**src/design/mf1_ram.sv**
```systemverilog
// ============================================================================
// mf1_ram: generic single-port RAM
// One write or read per cycle, registered read data.
// ============================================================================
`default_nettype none
module mf1_ram #(
  parameter int unsigned Width = 32,
  parameter int unsigned Depth = 64
) (
  input  wire logic                     clk_i,
  input  wire logic                     we_i,
  input  wire logic [$clog2(Depth)-1:0] addr_i,
  input  wire logic [Width-1:0]         wdata_i,
  output logic      [Width-1:0]         rdata_o
);
  logic [Width-1:0] mem_q [Depth];

  always_ff @(posedge clk_i) begin
    if (we_i) begin
      mem_q[addr_i] <= wdata_i;
    end
    rdata_o <= mem_q[addr_i];
  end
endmodule
`default_nettype wire

```
**config.mk**
```make
export PLATFORM = sky130hd
export DESIGN_NAME = mf1_ram
export DESIGN_NICKNAME = d
export VERILOG_FILES = /design/src/design/mf1_ram.sv
export SDC_FILE = /design/constraint.sdc
export NUM_CORES = 2
export LEC_CHECK = 0
export BUFFER_PORTS_ARGS = -buffer_cell sky130_fd_sc_hd__buf_2
export CORE_ASPECT_RATIO = 1.1
export CORE_UTILIZATION = 65
export CTS_BUF_LIST = sky130_fd_sc_hd__clkbuf_8
export CTS_CLUSTER_DIAMETER = 40
export CTS_CLUSTER_SIZE = 24
export DETAILED_ROUTE_END_ITERATION = 7
export PLACE_DENSITY_LB_ADDON = 0.1
export REMOVE_ABC_BUFFERS = 1
export SYNTH_ARGS = -nofsm -noshare
export SYNTH_HDL_FRONTEND = slang
export SYNTH_SLANG_ARGS = --single-unit
export TNS_END_PERCENT = 20
```
**constraint.sdc**
```tcl
create_clock -name clk_i -period 12.3 [get_ports clk_i]
set_clock_uncertainty 0.2 [all_clocks]
set_input_delay 2.46 -clock clk_i [delete_from_list [all_inputs] [get_ports clk_i]]
set_output_delay 2.46 -clock clk_i [all_outputs]
set_load 0.05 [all_outputs]
```
# After elaboration in Yosys (flattened, before gate mapping)
# Memories as Yosys holds them, arrays and structs flattened. A register that Yosys moved wholly into a read port is not among the register bits.
# Cells that the tools add are included.
[classes]
mux = 2
[ops]
columns = ["op", "n"]
rows = [
  ["1-bit two-way mux", 2],
]
[totals]
out_inout_bits = 32
memories = 1
ram_bits = 2048
elab_cells = 3
ff_bits = 0
in_bits = 40
[memory_table]
columns = ["name", "words", "width", "read_ports", "rd_ports_with_merged_regs", "write_ports", "line_no", "source"]
rows = [
  ["mem_q", 64, 32, 1, 1, 1, "16", "logic [Width-1:0] mem_q [Depth];"],
]

# Longest topological paths before layout
[logic_depth]
ltp_word = 2
ltp_mapped = 13
mapped_depth_nobuf = 6

# Worst setup path before layout
# OpenSTA, ideal clock, no wires.
[synth_path]
path_kind = "in2reg"
from = "in addr_i[2]"
to = "mem mem_q[15][0], enable pin"
cell_stages = 8
slack_ns = 6.401
t_required_ns = 11.679
arrival_ns = 5.278
path_buffers = 6
setup_ns = 0.421
cell_sequence = "buf_2 -> buf_2 -> buf_2 -> buf_2 -> buf_2 -> buf_2 -> nand3_1 -> nor2_1"
[synth_lines]
columns = ["element", "line_no", "source"]
rows = [
  ["from (decl)", "12", "input wire logic [$clog2(Depth)-1:0] addr_i,"],
  ["to (decl)", "16", ""],
]
# Straight into the memory's write port.

==> run summary <==
crit path time final -> 6.06 ns
Slew headroom -> 0.0697
reg2reg start -> mem_q[14][15]
H-tree depth -> 4
Ports -> 72
Post-Layout Cell Count -> 6,131
synthesized-area fraction occupied by adder cells -> 0
Routed Antenna Nets -> 0
Arr. time, crit path -> 6.66 ns
wl on met1 -> 79.2 mm
Resized cells post-CTS -> 0
DRC violations left -> 0
setup TNS -> 0 ns
Top FF cell, synth -> edfxtp_1
Synth Area in Simple Gates -> 0.0281
wire length of the first global-routing pass -> 305 mm
synthesized area per cell -> 18.6 um2
largest family of logic cells by synthesized area -> compound AO/OA/AOI/OAI gates
Sw Share -> 0.247
Final Wtd Congestion -> 0.954
final setup fails -> 0
Clock Sinks -> 2,080
Startpoint Class -> input pin
Post-synth EDFFs -> 2,048
highest clock rate -> 165 MHz
P&R area growth vs syn -> 9.00%
Synth top area share -> 0.779
hold_sp -> mem_q[62][31]
CP required -> 12.90 ns
unrepaired setup endpoints after global routing -> no
Top Layer Used -> met5
Compound-Gate Fraction of Synth Area -> 0.0866
Vias -> 43.5k
GRT overflow -> 0
CP endpoint kind -> flop
share of layout cells above drive strength 1 -> 0.195
top-count cell post-synth -> edfxtp_1
sequential fraction of the synthesis area -> 0.787
Synth area leaders -> edfxtp_1 (78%), mux2i_1 (3.3%), mux4_2 (2.7%)
global-route usage over all layers -> 0.358
drt first pass iters -> 7
Post-synth ARST share -> 0
clock buffer depth -> 3
nets -> 4,382
routed wire length -> 218 mm
Clk Latency, worst-skew pair -> 0.97 ns
Worst-Margin Slew -> 1.39 ns
worst reg-to-reg path cell count -> 5
CP Max Fanout -> 61
largest net degree at the start of global routing -> 124
Final HPWL DP -> 122 mm
core area -> 120,000 um2
Die H -> 367 um
mapped cell area -> 78,900 um2
FF+latch count, synth -> 2,080
Synth Area in XOR/XNOR -> 0
worst reg2reg setup slack -> 9.40 ns
combinational power share -> 0.064
most frequent cells after synthesis -> edfxtp_1 (2,048), mux2i_1 (259), a22oi_1 (188), a221oi_1 (175), clkbuf_1 (168)
PortBufs -> 71
Reg power frac -> 0.600
outcome -> complete, no violations
Setup CP Type -> input pin to flop
setup bufs post-CTS -> 0
Die Wd -> 334 um
Hold EP -> rdata_o[31]
fin util -> 0.717
Yosys top cell by area -> edfxtp_1
die area -> 123,000 um2
switching pwr -> 3.24 mW
placed instance count -> 5,777
Worst VDD drop -> 0.132 mV
effective utilization at floorplan -> 0.658
post-route clock period utilization -> 0.493
cell internal pwr -> 9.90 mW
Starting DRT DRC Count -> 6,444
FP Rows -> 133
max-slew violation count -> 0
Clk pwr share -> 0.336
Vias/cell -> 7.10
vias in the first global route -> 41.2k
Hold Vio Cnt, Final -> 0
DR WL met2 -> 98.9 mm
WL met3 -> 27.4 mm
Hold Path Depth -> 4
wire per inst -> 35.6 um
hold bufs inserted after CTS -> 0
Cells after Synth -> 4,239
post-synth cell types -> 56
Ys Warns -> 0
antenna violations before repair -> 26
worst r2r dst -> rdata_o[15]
max-cap violations -> 0
Leak Pwr -> 27.4 nW
pwr/cell area -> 153 nW/um2
multiplexer area fraction after synthesis -> 0.0812
Clock transition at path regs -> 0.11 ns
HP Class -> flop to flop
TritonCTS clock tree -> done
clock buffer count from CTS -> 183
clk root buf -> clkbuf_8
[layout make-up]
type | count | area, um2
clock inverters | 153 | 1550
repair buffers | 216 | 1540
diodes | 9 | 22.5
clock buffers | 192 | 2640
inverters | 2 | 15.0
well taps | 1620 | 2030
flip-flops and latches | 2080 | 62100
multi-input cells | 1859 | 16100
fillers | 7252 | 34000
[worst max-delay path by stage]
stage                    from     endpoint
detailed placement  addr_i[1]  rdata_o[24]
global route        addr_i[0]  rdata_o[28]
global placement    addr_i[1]  rdata_o[12]
CTS                 addr_i[1]  rdata_o[24]
finish              addr_i[1]  rdata_o[24]
floorplan           addr_i[0]  rdata_o[31]
[state kept, by name, summed over array words and instances, names as in the netlist]
signal,flops
mem_q,2048
rdata_o,32
[metal layers]
metal,global-route usage,up-vias
li1,-,17800
met1,0.504,22300
met2,0.527,2948
met3,0.0864,492
met4,0.188,18
met5,0,-
[kinds of logic after synthesis]
logic type             Yosys count
buffers and inverters          300
AOI/OAI and AO/OA              933
DFF                           2080
muxes                          502
and+or+nand+nor                424
[power groups by stage]
stage               logic, mW  registers, mW  clock network [mW]
floorplan               0.303           8.07                   0
global placement        0.809           8.04                   0
detailed placement      0.826           8.04                   0
CTS                     0.827           7.88                4.43
global route            0.864           7.89                4.68
finish                  0.843           7.88                4.42
[placed cells by master, fill, tap and decap left out, types with 35 or more instances in the layout]
cell type,count
buf_4,137
o21ai_0,84
a22o_1,66
and3_1,85
edfxtp_1,2048
mux2i_1,259
nand3_1,53
nor2_1,77
clkbuf_8,192
mux2_2,147
buf_2,70
mux4_2,96
o22ai_1,93
o22a_1,70
inv_6,35
a22oi_1,188
a21oi_1,121
a31oi_1,43
nor2_4,67
a221oi_1,175
[worst max-delay path, cell delays in order]
cell	delay, ns
buf_8	0.30
buf_4	0.58
nand2b_2	0.23
buf_4	0.79
nor2_2	0.19
buf_4	0.33
a22oi_1	0.25
a31oi_1	0.25
a2111oi_2	0.93
nand3_1	0.16
[stage by stage]
| stage | area, um2 | hold WS [ns] | power [mW] | setup slack (ns) |
|---|---|---|---|---|
| 2_1_floorplan | 77600 | 0.364 | 8.37 | 4.70 |
| 6_report | 86000 | 0.451 | 13.1 | 6.24 |
| 3_5_place_dp | 81800 | 0.436 | 8.87 | 5.42 |
| 3_3_place_gp | 81700 | 0.388 | 8.85 | 3.93 |
| 4_1_cts | 86000 | 0.442 | 13.1 | 6.51 |
| 5_1_grt | 86000 | 0.510 | 13.4 | 6.28 |
No activity file was read; power rests on OpenSTA's default activity.
