==> src/design/mf1_div.sv <==
// ============================================================================
// mf1_div: shared restoring divider
// Computes num/den one quotient bit per cycle, NumBits steps.
// ============================================================================
`default_nettype none
module mf1_div #(
  parameter int unsigned NumBits = 40,
  parameter int unsigned DenBits = 40,
  parameter int unsigned QBits   = 40
) (
  input  wire logic               clk_i,
  input  wire logic               rst_ni,
  input  wire logic               start_i,
  input  wire logic [NumBits-1:0] num_i,
  input  wire logic [DenBits-1:0] den_i,
  output logic                    busy_o,
  output logic [QBits-1:0]        quot_o
);
  localparam int unsigned Steps = NumBits;
  localparam int unsigned CntW  = $clog2(Steps + 1);
  localparam int unsigned RemW  = DenBits + 1;

  logic [RemW-1:0]    rem_q, rem_d;
  logic [NumBits-1:0] num_q, num_d;
  logic [QBits-1:0]   quot_q, quot_d;
  logic [DenBits-1:0] den_q;
  logic [CntW-1:0]    cnt_q, cnt_d;
  logic [RemW-1:0]    shifted;

  assign shifted = {rem_q[RemW-2:0], num_q[NumBits-1]};

  always_comb begin
    rem_d  = rem_q;
    num_d  = num_q;
    quot_d = quot_q;
    cnt_d  = cnt_q;
    if (start_i) begin
      rem_d  = '0;
      num_d  = num_i;
      quot_d = '0;
      cnt_d  = CntW'(Steps);
    end else if (cnt_q != '0) begin
      num_d = {num_q[NumBits-2:0], 1'b0};
      cnt_d = cnt_q - CntW'(1);
      if (shifted >= {1'b0, den_q}) begin
        rem_d  = shifted - {1'b0, den_q};
        quot_d = {quot_q[QBits-2:0], 1'b1};
      end else begin
        rem_d  = shifted;
        quot_d = {quot_q[QBits-2:0], 1'b0};
      end
    end
  end

  always_ff @(posedge clk_i or negedge rst_ni) begin
    if (!rst_ni) begin
      cnt_q <= '0;
    end else begin
      cnt_q <= cnt_d;
    end
  end

  always_ff @(posedge clk_i) begin
    rem_q  <= rem_d;
    num_q  <= num_d;
    quot_q <= quot_d;
    if (start_i) begin
      den_q <= den_i;
    end
  end

  assign busy_o = (cnt_q != '0);
  assign quot_o = quot_q;
endmodule
`default_nettype wire

==> config.mk <==
export PLATFORM = sky130hd
export DESIGN_NAME = mf1_div
export DESIGN_NICKNAME = d
export VERILOG_FILES = /design/src/design/mf1_div.sv
export SDC_FILE = /design/constraint.sdc
export NUM_CORES = 1
export LEC_CHECK = 0
export BUFFER_PORTS_ARGS = -buffer_cell sky130_fd_sc_hd__buf_2
export CORE_MARGIN = 2
export CORE_UTILIZATION = 40
export DETAILED_ROUTE_END_ITERATION = 10
export PLACE_DENSITY = 0.59
export SETUP_SLACK_MARGIN = 0.2
export SLEW_MARGIN = 20
export SYNTH_ARGS = -nofsm -noshare
export SYNTH_HDL_FRONTEND = slang
export SYNTH_SLANG_ARGS = --single-unit
export TNS_END_PERCENT = 20
==> constraint.sdc <==
create_clock -name clk_i -period 3.9 [get_ports clk_i]
set_input_delay 0.78 -clock clk_i [delete_from_list [all_inputs] [get_ports clk_i]]
set_output_delay 0.78 -clock clk_i [all_outputs]
set_load 0.05 [all_outputs]
* Word-level counts from Yosys, hierarchy flattened
Cells that the tools add are included.
W data, S select, Z words.
** Word-level totals
- Bits in writable memories :: 0
- Memories kept :: 0
- Memory bits (read-only) :: 0
- Register bits after elaboration :: 166
- Logic and storage cells :: 16
- Input bits :: 83
- Latch bits :: 0
** Operators by class
- $mul :: 0
- $lt $le $gt $ge :: 1
- Shift-type cells :: 0
- Eq/ne operators :: 0
- Add/subtract/negate cells :: 2
- Divide/modulo/power cells :: 0
- Bitwise gates (word level) :: 0
- Multiplexer cells :: 6
- Reduce and logical (&&, ||, !) cells :: 2
** Operators by type and width (count)
- $mux W40 :: 3
- $ge A41 B40 Y1 :: 1
- $sub A40 B40 Y40 :: 1
- $mux W6 :: 2
- $reduce_bool A6 Y1 :: 1
- $sub A6 B1 Y6 const B :: 1
- $reduce_bool A2 Y1 :: 1
- $mux W1 :: 1

* Logic depth before layout (Yosys ltp)
Gate-level depths: netlist of the first run.
- Word-level depth :: 3
- Mapped depth :: 13

* Least setup slack after synthesis of the first run
Ideal clock, no wire load.
- Path kind :: reg2reg
- From :: register den_q[16]
- To :: register rem_q[12]
- Library setup time :: 91 ps
- Period minus slack after synthesis :: 2889 ps
- Required time :: 3809 ps
- Buffers on the path :: 3
- Arrival :: 2798 ps
- Stages on the path, launching flop included :: 14
- Slack :: 1011 ps
- Cell sequence :: edfxtp_1 > inv_1 > ha_1 > clkbuf_1 > a21o_1 > o21ba_2 > nand2_1 > or4b_4 > a21o_1 > a21oi_1 > buf_4 > buf_4 > nand2_1 > a311oi_1
** On the way
- Longest elaborated chain between the ends :: 2
** Ends and longest elaborated chain
- from (decl) :: RTL line 26 : logic [DenBits-1:0] den_q;
- from (signal assigned) :: RTL line 68 : den_q <= den_i;
- $ge A41 B40 Y1 :: RTL line 45 : if (shifted >= {1'b0, den_q}) begin
- $mux W40 :: RTL line 45
- to (signal assigned) :: RTL line 64 : rem_q <= rem_d;
- to (decl) :: RTL line 23 : logic [RemW-1:0] rem_q, rem_d;
No other way between the ends.
A chain may end at the register's enable or synchronous reset.

* Worst setup path after layout of the first run
- From :: register den_q[13]
- To :: register rem_q[3]
Same word-level chain as after synthesis.

==> results of run 1 <==
state kept, by name (all words and copies together), names as in the netlist:
name    cells
quot_o     40
cnt_q       6
den_q      40
rem_q      40
num_q      40
logic make-up after synthesis:
kind of cell	count (synthesis)	share of synthesized area (%)
adder cells (fa/ha/maj)	42	5.91
buffers and inverters	112	5.12
AO/OA/AOI/OAI	247	17.9
AND/OR/NAND/NOR	327	16.7
flip-flops	166	46.1
multiplexers	45	5.56
XOR/XNOR	29	2.82
cell usage in the layout (no fill, tap or decap), types with 8 or more instances in the layout:
| cell type | netlist | final |
|---|---|---|
| nor2b_1 | 9 | 9 |
| buf_4 | 2 | 12 |
| nand4_1 | 17 | 17 |
| nand2_1 | 157 | 157 |
| a21oi_1 | 95 | 94 |
| ha_1 | 41 | 41 |
| a21o_1 | 21 | 21 |
| o21ai_0 | 31 | 31 |
| buf_2 | 9 | 122 |
| nand3_1 | 18 | 18 |
| inv_8 | 0 | 8 |
| dfxtp_1 | 80 | 80 |
| inv_1 | 55 | 54 |
| and2_1 | 8 | 8 |
| mux2_2 | 41 | 41 |
| nor2_1 | 61 | 61 |
| edfxtp_1 | 80 | 80 |
| a211oi_1 | 18 | 18 |
| xnor2_1 | 18 | 18 |
| a31oi_1 | 8 | 8 |
| xor2_1 | 11 | 11 |
| nor3_1 | 17 | 17 |
| nand2b_1 | 8 | 8 |
| a311oi_1 | 18 | 18 |
| clkbuf_16 | 0 | 17 |
power groups by stage:
stage                     Sequential [W]  Combinational (W)  Clock (W)
after detailed placement         0.00201           0.000455          0
final                            0.00197           0.000456    0.00169
after CTS                        0.00197           0.000458    0.00174
after global routing             0.00198           0.000514    0.00180
after global placement           0.00201           0.000454          0
after floorplan                  0.00200           0.000329          0
through the flow:
stage	total power [W]	setup WS (ns)
2_1_floorplan	0.00232	1.01
3_3_place_gp	0.00246	0.647
3_5_place_dp	0.00246	0.575
4_1_cts	0.00416	0.554
5_1_grt	0.00430	0.312
6_report	0.00411	0.595
area by class of cell:
cell class,instances,area (um^2),share of cell area [%]
multi-input cells,690,4410,42.3
flip-flops and latches,166,4150,39.8
repair buffers,136,732,7.02
clock buffers,17,425,4.08
well taps,280,350,3.36
inverters,55,206,1.98
clock inverters,15,153,1.46
diodes,1,2.50,0.0240
worst paths after layout:
check,startpoint,endpoint,cells past startpoint,slack [ns]
max in group asynchronous,rst_ni,cnt_q[4]$_DFFE_PN0P_,1,3.60
min in group clk_i,quot_o[39]$_SDFFE_PP0P_,quot_o[39]$_SDFFE_PP0P_,2,0.45
setup reg to reg,den_q[13]$_DFFE_PP_,rem_q[3]$_SDFFE_PP0P_,10,0.60
hold reg to reg,quot_o[39]$_SDFFE_PP0P_,quot_o[39]$_SDFFE_PP0P_,2,0.45
setup / recovery,den_q[13]$_DFFE_PP_,rem_q[3]$_SDFFE_PP0P_,10,0.60
hold / removal,rst_ni,cnt_q[0]$_DFFE_PN0P_,1,0.15
per-layer routing:
metal	track usage, %	share of wire [%]	wire length (um)	up-vias
met5	0	0	0	-
met3	4.99	5.7	1220	20
met1	25.5	48	10400	3410
met2	29.4	45	9730	168
li1	-	-	-	3666
met4	5.07	1.3	288	0
==> reports/qor.yml, run 1 <==
syn_inst: 968
gp_congestion: 0.874
power.leakage_nw: 4.39
synth_area_leaders: "edfxtp_1, dfxtp_1, nand2_1"
synth_common_cells: "nand2_1, a21oi_1, dfxtp_1, edfxtp_1, nor2_1"
ant_nets: 0
die_w_um: 154
cts.clk_slew.worst_paths_ns: 0.07
seq_area_frac_synth_pct: 46.1
max_slew.worst_pin.slew_ns: 0.755
ir_drop_v: 0.000269
first_iter_violations: 550
dpl.cell_count: 1327
drive_above_1_share_pct: 20.7
synth.distinct_cells: 68
hold_viol: 0
routed_wl_um: 21600
cp_slowest_cell: "or4_1"
yosys_warnings: 0
wire_per_inst_um: 15.9
path_buf_inv: 1
p_int_w: 0.00299
cts_tree: "done"
boundaryPins: 124
critPathMaxFanout: 28
ctsLongestPathBuffers: 2
synth_nets: 1093
status: "complete, no violations"
ys.flop_type: "edfxtp_1"
grt_pass1_vias: 6984
synth_edf_count: 80
power.switching_w: 0.00113
rsz0062_at_grt: "false"
final.period_utilization_pct: 84.7
syn_avg_cell_area_um2: 9.31
crit_chain: "inv_1 > ha_1 > nand4_1 > or4_1 > or4_4 > o21ai_4 > nor2_2 > nor2_8 > mux2i_1 > a211oi_1"
relSlewSlack_pct: 49.7
holdWs_ns: 0.152
hp-class: "primary input to asynchronous set/reset pin"
post_cts_resize_count: 0
skew_ns: 0.00867
antenna_found_initial: 1
synth_top_area_share_pct: 26.6
placed_cell_area_um2: 9850
drv_cap: 0
yosysMostFrequentCell: "nand2_1"
grt_pass1_wl_um: 35700
min_period_ns: 3.30
drcViolationCount: 0
setup_tns_ns: 0
finalMaxSlewViolations: 0
cts_buffers: 17
hold_buffers: 0
worstPathRequired_ns: 4.19
yosys.area.top_type: "edfxtp_1"
fillers: 2093
initial_core_util_pct: 41.1
cts_setup_buffers: 0
power.clock.fraction_pct: 41.0
stdcell_count: 1360
async_reset_ff_share_pct: 3.61
comb_power_share_pct: 11.1
p_sw_share_pct: 27.4
slowest_delay_ns: 0.50
gr-usage-all-layers_pct: 18.7
core_area_um2: 22000
crit_arrival_ns: 3.59
hpwlAfterDp_um: 15000
grt_max_degree: 84
clock_sinks: 166
finish.utilization_pct: 47.5
viasPerCell: 5.34
die_y_um: 154
nets: 1191
num_rows: 54
critical_path_class: "flip-flop to flip-flop"
fmax_ghz: 0.303
critical-path-top-delay-family: "simple AND/OR/NAND/NOR gates"
synth_area_um2: 9020
final_cell_area_um2: 10400
htree_levels: 4
firstDrtPassIters: 5
power_frac_seq_pct: 47.9
crit_path_end_kind: "flip-flop"
ys_ff_latch: 166
power.density_nw_per_um2: 394
setup_viol: 0
vias: 7264
area_delta_synth_final_pct: 15.7
grt_overflow_total: 0
cts_root_buf: "clkbuf_16"
die-area_um2: 23800
startpoint_type: "flip-flop"
portBuffers: 123
clk_latency_ns: 0.44
No activity file was read; power rests on OpenSTA's default activity.
==> run 2, diff against run 1 <==
--- a/config.mk
+++ b/config.mk
@@ -9,7 +9,7 @@
 export CORE_MARGIN = 2
 export CORE_UTILIZATION = 40
 export DETAILED_ROUTE_END_ITERATION = 10
-export PLACE_DENSITY = 0.59
+export PLACE_DENSITY = 0.61
 export SETUP_SLACK_MARGIN = 0.2
 export SLEW_MARGIN = 20
 export SYNTH_ARGS = -nofsm -noshare
==> constraint.sdc (replaced) <==
create_clock -name clk_i -period 2.7 [get_ports clk_i]
set_input_delay 0.54 -clock clk_i [delete_from_list [all_inputs] [get_ports clk_i]]
set_output_delay 0.54 -clock clk_i [all_outputs]
set_load 0.05 [all_outputs]
==> reports/qor.yml, run 2 (synthesis results as in run 1) <==
ant_nets: 0  # unchanged
cts_buffers: 17  # unchanged
fmax_ghz: 0.339  # +12%
antenna_found_initial: 1  # unchanged
violations: "negative setup slack"
seqCellArea_um2: 4150  # unchanged
power.leakage_nw: 5.22  # +19%
area_delta_synth_final_pct: 33.2
cts_tree: "done"
hpwlAfterDp_um: 16700  # +11%
cts.clk_slew.worst_paths_ns: 0.08  # about the same
initial_core_util_pct: 41.1  # unchanged
status: "finished, violations left"
num_rows: 54  # unchanged
timing.final.ws_setup_ns: -0.248  # -0.844 ns
portBuffers: 123  # unchanged
ir_drop_v: 0.000331  # +23%
crit_arrival_ns: 3.29  # -0.30 ns
drv_cap: 0  # unchanged
rsz0062_at_grt: "true"
grt_pass1_vias: 7728  # +11%
finalMaxSlewViolations: 0  # unchanged
skew_ns: 0.0103  # +0.00164 ns
core_area_um2: 22000  # unchanged
first_iter_violations: 479  # -13%
nets: 1345  # +13%
wire_per_inst_um: 15.4  # -3.4%
viasPerCell: 5.19  # -2.8%
fillers: 2006  # -4.2%
multi_input_area_um2: 4700  # +6.6%
vias: 7862  # +8.2%
drcViolationCount: 0  # unchanged
firstDrtPassIters: 5  # unchanged
startpoint_type: "flip-flop"
die_y_um: 154  # unchanged
clock_sinks: 166  # unchanged
die-area_um2: 23800  # unchanged
ctsLongestPathBuffers: 2  # unchanged
hp-class: "primary input to flip-flop"
power.density_nw_per_um2: 516  # +31%
critical_path_class: "flip-flop to flip-flop"
die_w_um: 154  # unchanged
most-common-layout-cells: "nand2_1, buf_4, buf_2"
stdcell_count: 1514  # +11%
worstPathRequired_ns: 3.04  # -1.15 ns
htree_levels: 4  # unchanged
clk_latency_ns: 0.44  # about the same
gp_congestion: 0.877  # +0.31%
drive_above_1_share_pct: 34.4  # +14 points
crit_path_end_kind: "flip-flop"
hold_viol: 0  # unchanged
setup_viol: 39  # +39
boundaryPins: 124  # unchanged
routed_wl_um: 23300  # +7.5%
relSlewSlack_pct: 57.2  # +7.5 points
min_period_ns: 2.95  # -0.356 ns
max_slew.worst_pin.slew_ns: 0.637  # -0.118 ns
critPathMaxFanout: 17  # -39%
gr-usage-all-layers_pct: 20.0  # +1.3 points
dpl.cell_count: 1474  # +11%
cts_root_buf: "clkbuf_16"
final.period_utilization_pct: 109  # +24 points
grt_overflow_total: 0  # unchanged
grt_max_degree: 49  # -42%
finish.utilization_pct: 54.7  # +7.2 points
grt_pass1_wl_um: 38200  # +7.1%
[run 2: timing repair]
item / CTS / global route
hold endpoints to repair: 6 / 0
endpoints found under the setup margin: 42 / 42
hold buffers: 1 / 0
pin swaps: 19 / 10
buffers inserted: 3 / 3
gates resized for setup: 28 / 22
gates cloned: 0 / 0
[run 2: worst max-delay path, stage by stage, from the launching register on]
cell and delay (ns):
edfxtp_1 0.34, inv_2 0.04, ha_4 0.26, nand4_1 0.16
or4_1 0.54, or4_4 0.43, o21ai_4 0.20, buf_12 0.14
nor2_4 0.05, nor2_8 0.13, buf_12 0.17, nand2_1 0.07
a311oi_1 0.28
[run 2: final cells by class]
type	instances	share of cell area [%]
clock inverter	15	1.52
sequential	166	34.6
clock buffer	17	3.54
timing repair buffer	290	16.5
multi-input combinational	690	39.2
inverter	55	1.74
tap	280	2.92
antenna	1	0.0208
[run 2: metrics by stage]
| stage | area, um^2 | total power (W) | setup WS [ns] | hold WS, ns | TNS, ns |
|---|---|---|---|---|---|
| 6_report | 12000 | 0.00620 | -0.248 | 0.268 | -6.41 |
| 5_1_grt | 12000 | 0.00647 | -0.366 | 0.248 | -11.93 |
| 4_1_cts | 11900 | 0.00627 | -0.232 | 0.245 | -6.59 |
| 3_5_place_dp | 11100 | 0.00372 | -0.283 | 0.374 | -8.99 |
| 3_3_place_gp | 11100 | 0.00371 | -0.230 | 0.373 | -7.57 |
| 2_1_floorplan | 9150 | 0.00338 | -0.149 | 0.244 | -6.62 |
[run 2: final timing paths]
path                       cells after the start               startpoint                      end  slack, ns
setup / recovery                              12       den_q[6]$_DFFE_PP_   rem_q[17]$_SDFFE_PP0P_      -0.25
hold / removal                                 1                 den_i[8]       den_q[8]$_DFFE_PP_       0.27
setup reg to reg                              12       den_q[6]$_DFFE_PP_   rem_q[17]$_SDFFE_PP0P_      -0.25
hold reg to reg                                2  quot_o[38]$_SDFFE_PP0P_  quot_o[38]$_SDFFE_PP0P_       0.46
max in group asynchronous                      2                   rst_ni     cnt_q[3]$_DFFE_PN0P_       2.07
min in group asynchronous                      2                   rst_ni     cnt_q[0]$_DFFE_PN0P_       0.48
[run 2: power by group]
part	switching [W]	internal (W)	total (W)	leakage (nW)
logic	0.000439	0.000422	0.000861	3.40
registers	0.0000550	0.00279	0.00284	1.53
clock network	0.00124	0.00126	0.00250	0.292
total	0.00173	0.00447	0.00620	5.22
[run 2: layer usage]
metal  wire length (um)  part of all wire, %  vias to the layer above  track usage, %
met5                  0                    0                        -               0
met2              10700                   46                      189            31.9
li1                   -                    -                     3985               -
met3               1190                  5.1                       23            4.26
met1              11000                   47                     3665            27.3
met4                314                  1.4                        0            6.45
==> run 3, diff against run 2 <==
--- a/config.mk
+++ b/config.mk
@@ -9,6 +9,7 @@
 export CORE_MARGIN = 2
 export CORE_UTILIZATION = 40
 export DETAILED_ROUTE_END_ITERATION = 10
+export MAX_ROUTING_LAYER = met4
 export PLACE_DENSITY = 0.61
 export SETUP_SLACK_MARGIN = 0.2
 export SLEW_MARGIN = 20
==> reports/qor.yml, run 3 (synthesis results as in run 1) <==
routed_wl_um: 23300  # +0.12%
power.switching_w: 0.00173  # about the same
cts_buffers: 17  # unchanged
cts_root_buf: "clkbuf_16"
ir_drop_v: 0.000332  # +0.39%
power_frac_seq_pct: 45.9  # about the same
comb_power_share_pct: 13.9  # about the same
timing.final.ws_setup_ns: -0.251  # -0.00298 ns
p_sw_share_pct: 27.9  # about the same
nets: 1345  # unchanged
finalMaxSlewViolations: 0  # unchanged
skew_ns: 0.0117  # +0.00144 ns
hold_viol: 0  # unchanged
grt_pass1_vias: 7727  # -0.013%
setup_viol: 39  # unchanged
rsz0062_at_grt: "true"
ant_nets: 0  # unchanged
power.density_nw_per_um2: 516  # about the same
relSlewSlack_pct: 56.7  # -0.49 points
grt_pass1_wl_um: 38200  # about the same
core_area_um2: 22000  # unchanged
die-area_um2: 23800  # unchanged
vias: 7850  # -0.15%
viasPerCell: 5.18  # -0.15%
most-common-layout-cells: "nand2_1, buf_4, buf_2"
holdWs_ns: 0.267  # -0.000835 ns
boundaryPins: 124  # unchanged
drive_above_1_share_pct: 34.4  # unchanged
hpwlAfterDp_um: 16700  # unchanged
multi_input_area_um2: 4700  # unchanged
final.period_utilization_pct: 109  # +0.11 points
die_y_um: 154  # unchanged
worstPathRequired_ns: 3.04  # about the same
gr-usage-all-layers_pct: 20.6  # +0.61 points
critPathMaxFanout: 17  # unchanged
ctsLongestPathBuffers: 2  # unchanged
min_period_ns: 2.95  # +0.00298 ns
drcViolationCount: 0  # unchanged
startpoint_type: "flip-flop"
crit_chain: "inv_2 > ha_4 > nand4_1 > or4_1 > or4_4 > o21ai_4 > buf_12 > nor2_4 > nor2_8 > buf_12 > nand2_1 > a311oi_1"
fmax_ghz: 0.339  # -0.10%
grt_overflow_total: 0  # unchanged
num_rows: 54  # unchanged
firstDrtPassIters: 5  # unchanged
place_ws_ns: -0.283  # unchanged
cts.clk_slew.worst_paths_ns: 0.08  # about the same
die_w_um: 154  # unchanged
first_iter_violations: 485  # +1.3%
portBuffers: 123  # unchanged
antenna_found_initial: 1  # unchanged
seqCellArea_um2: 4150  # unchanged
power.leakage_nw: 5.22  # unchanged
p_int_w: 0.00447  # about the same
slowest_delay_ns: 0.55  # about the same
critical_path_class: "flip-flop to flip-flop"
gp_congestion: 0.891  # +1.7%
clock_sinks: 166  # unchanged
cp_slowest_cell: "or4_1"
violations: "negative setup slack"
drv_cap: 0  # unchanged
htree_levels: 4  # unchanged
clk_latency_ns: 0.44  # about the same
area_delta_synth_final_pct: 33.2  # unchanged
crit_arrival_ns: 3.29  # about the same
fillers: 2006  # unchanged
initial_core_util_pct: 41.1  # unchanged
grt_max_degree: 49  # unchanged
path_common_cell: "buf_12"
hp-class: "primary input to flip-flop"
wire_per_inst_um: 15.4  # +0.12%
status: "finished, violations left"
power.clock.fraction_pct: 40.2  # about the same
crit_path_end_kind: "flip-flop"
max_slew.worst_pin.slew_ns: 0.644  # +0.00727 ns
cts_tree: "done"
[run 3: cell counts in the layout (fill, tap and decap cells not counted)]
Identical to the previous run, type by type.
[run 3: power groups by stage]
stage | clock network (W) | logic [W] | registers (W)
2_1_floorplan | 0 | 0.000497 | 0.00288
3_3_place_gp | 0 | 0.000819 | 0.00289
3_5_place_dp | 0 | 0.000826 | 0.00290
4_1_cts | 0.00257 | 0.000849 | 0.00285
5_1_grt | 0.00266 | 0.000951 | 0.00286
6_report | 0.00250 | 0.000862 | 0.00284
[run 3: worst paths after layout]
path	start	end	slack (ns)	cells past startpoint
setup / recovery	den_q[6]$_DFFE_PP_	rem_q[17]$_SDFFE_PP0P_	-0.25	12
hold / removal	den_i[8]	den_q[8]$_DFFE_PP_	0.27	1
setup reg to reg	den_q[6]$_DFFE_PP_	rem_q[17]$_SDFFE_PP0P_	-0.25	12
hold reg to reg	quot_o[38]$_SDFFE_PP0P_	quot_o[38]$_SDFFE_PP0P_	0.46	2
max in group asynchronous	rst_ni	cnt_q[3]$_DFFE_PN0P_	2.08	2
min in group asynchronous	rst_ni	cnt_q[0]$_DFFE_PN0P_	0.48	2
[run 3: cell type report]
type	count	share of cell area, %
flip-flops and latches	166	34.6
well taps	280	2.92
diodes	1	0.0208
inverters	55	1.74
repair buffers	290	16.5
clock inverters	15	1.52
clock buffers	17	3.54
multi-input cells	690	39.2
[run 3: worst max-delay path: cells and delay by family (launching register included)]
kind | cells | cell delay (ns)
and+or+nand+nor | 6 | 1.39
AOI/OAI and AO/OA | 2 | 0.48
buffers and inverters | 3 | 0.35
DFF | 1 | 0.34
adders and majority gates | 1 | 0.26
[run 3: per-layer routing]
layer	part of all wire, %	track usage (%)
met4	1.5	5.92
met3	5.1	4.17
met2	46	31.8
met1	48	27.6
met5	0	-
[run 3: timing repair]
action                                  in CTS  in global routing
endpoints found under the setup margin      42                 42
endpoints found under the hold margin        6                  0
resized for setup                           28                 22
hold buffers                                 1                  0
setup buffers                                3                  3
pin swaps                                   19                 10
[run 3: per-stage QoR]
| stage | instances | power, W | TNS, ns | area (um^2) | util [%] |
|---|---|---|---|---|---|
| 6_report | 1514 | 0.00620 | -6.56 | 12000 | 54.7 |
| 4_1_cts | 1510 | 0.00627 | -6.59 | 11900 | 54.2 |
| 2_1_floorplan | 968 | 0.00338 | -6.62 | 9150 | - |
| 3_3_place_gp | 1474 | 0.00371 | -7.57 | 11100 | 50.8 |
| 5_1_grt | 1514 | 0.00647 | -11.95 | 12000 | 54.7 |
| 3_5_place_dp | 1474 | 0.00372 | -8.99 | 11100 | 50.8 |
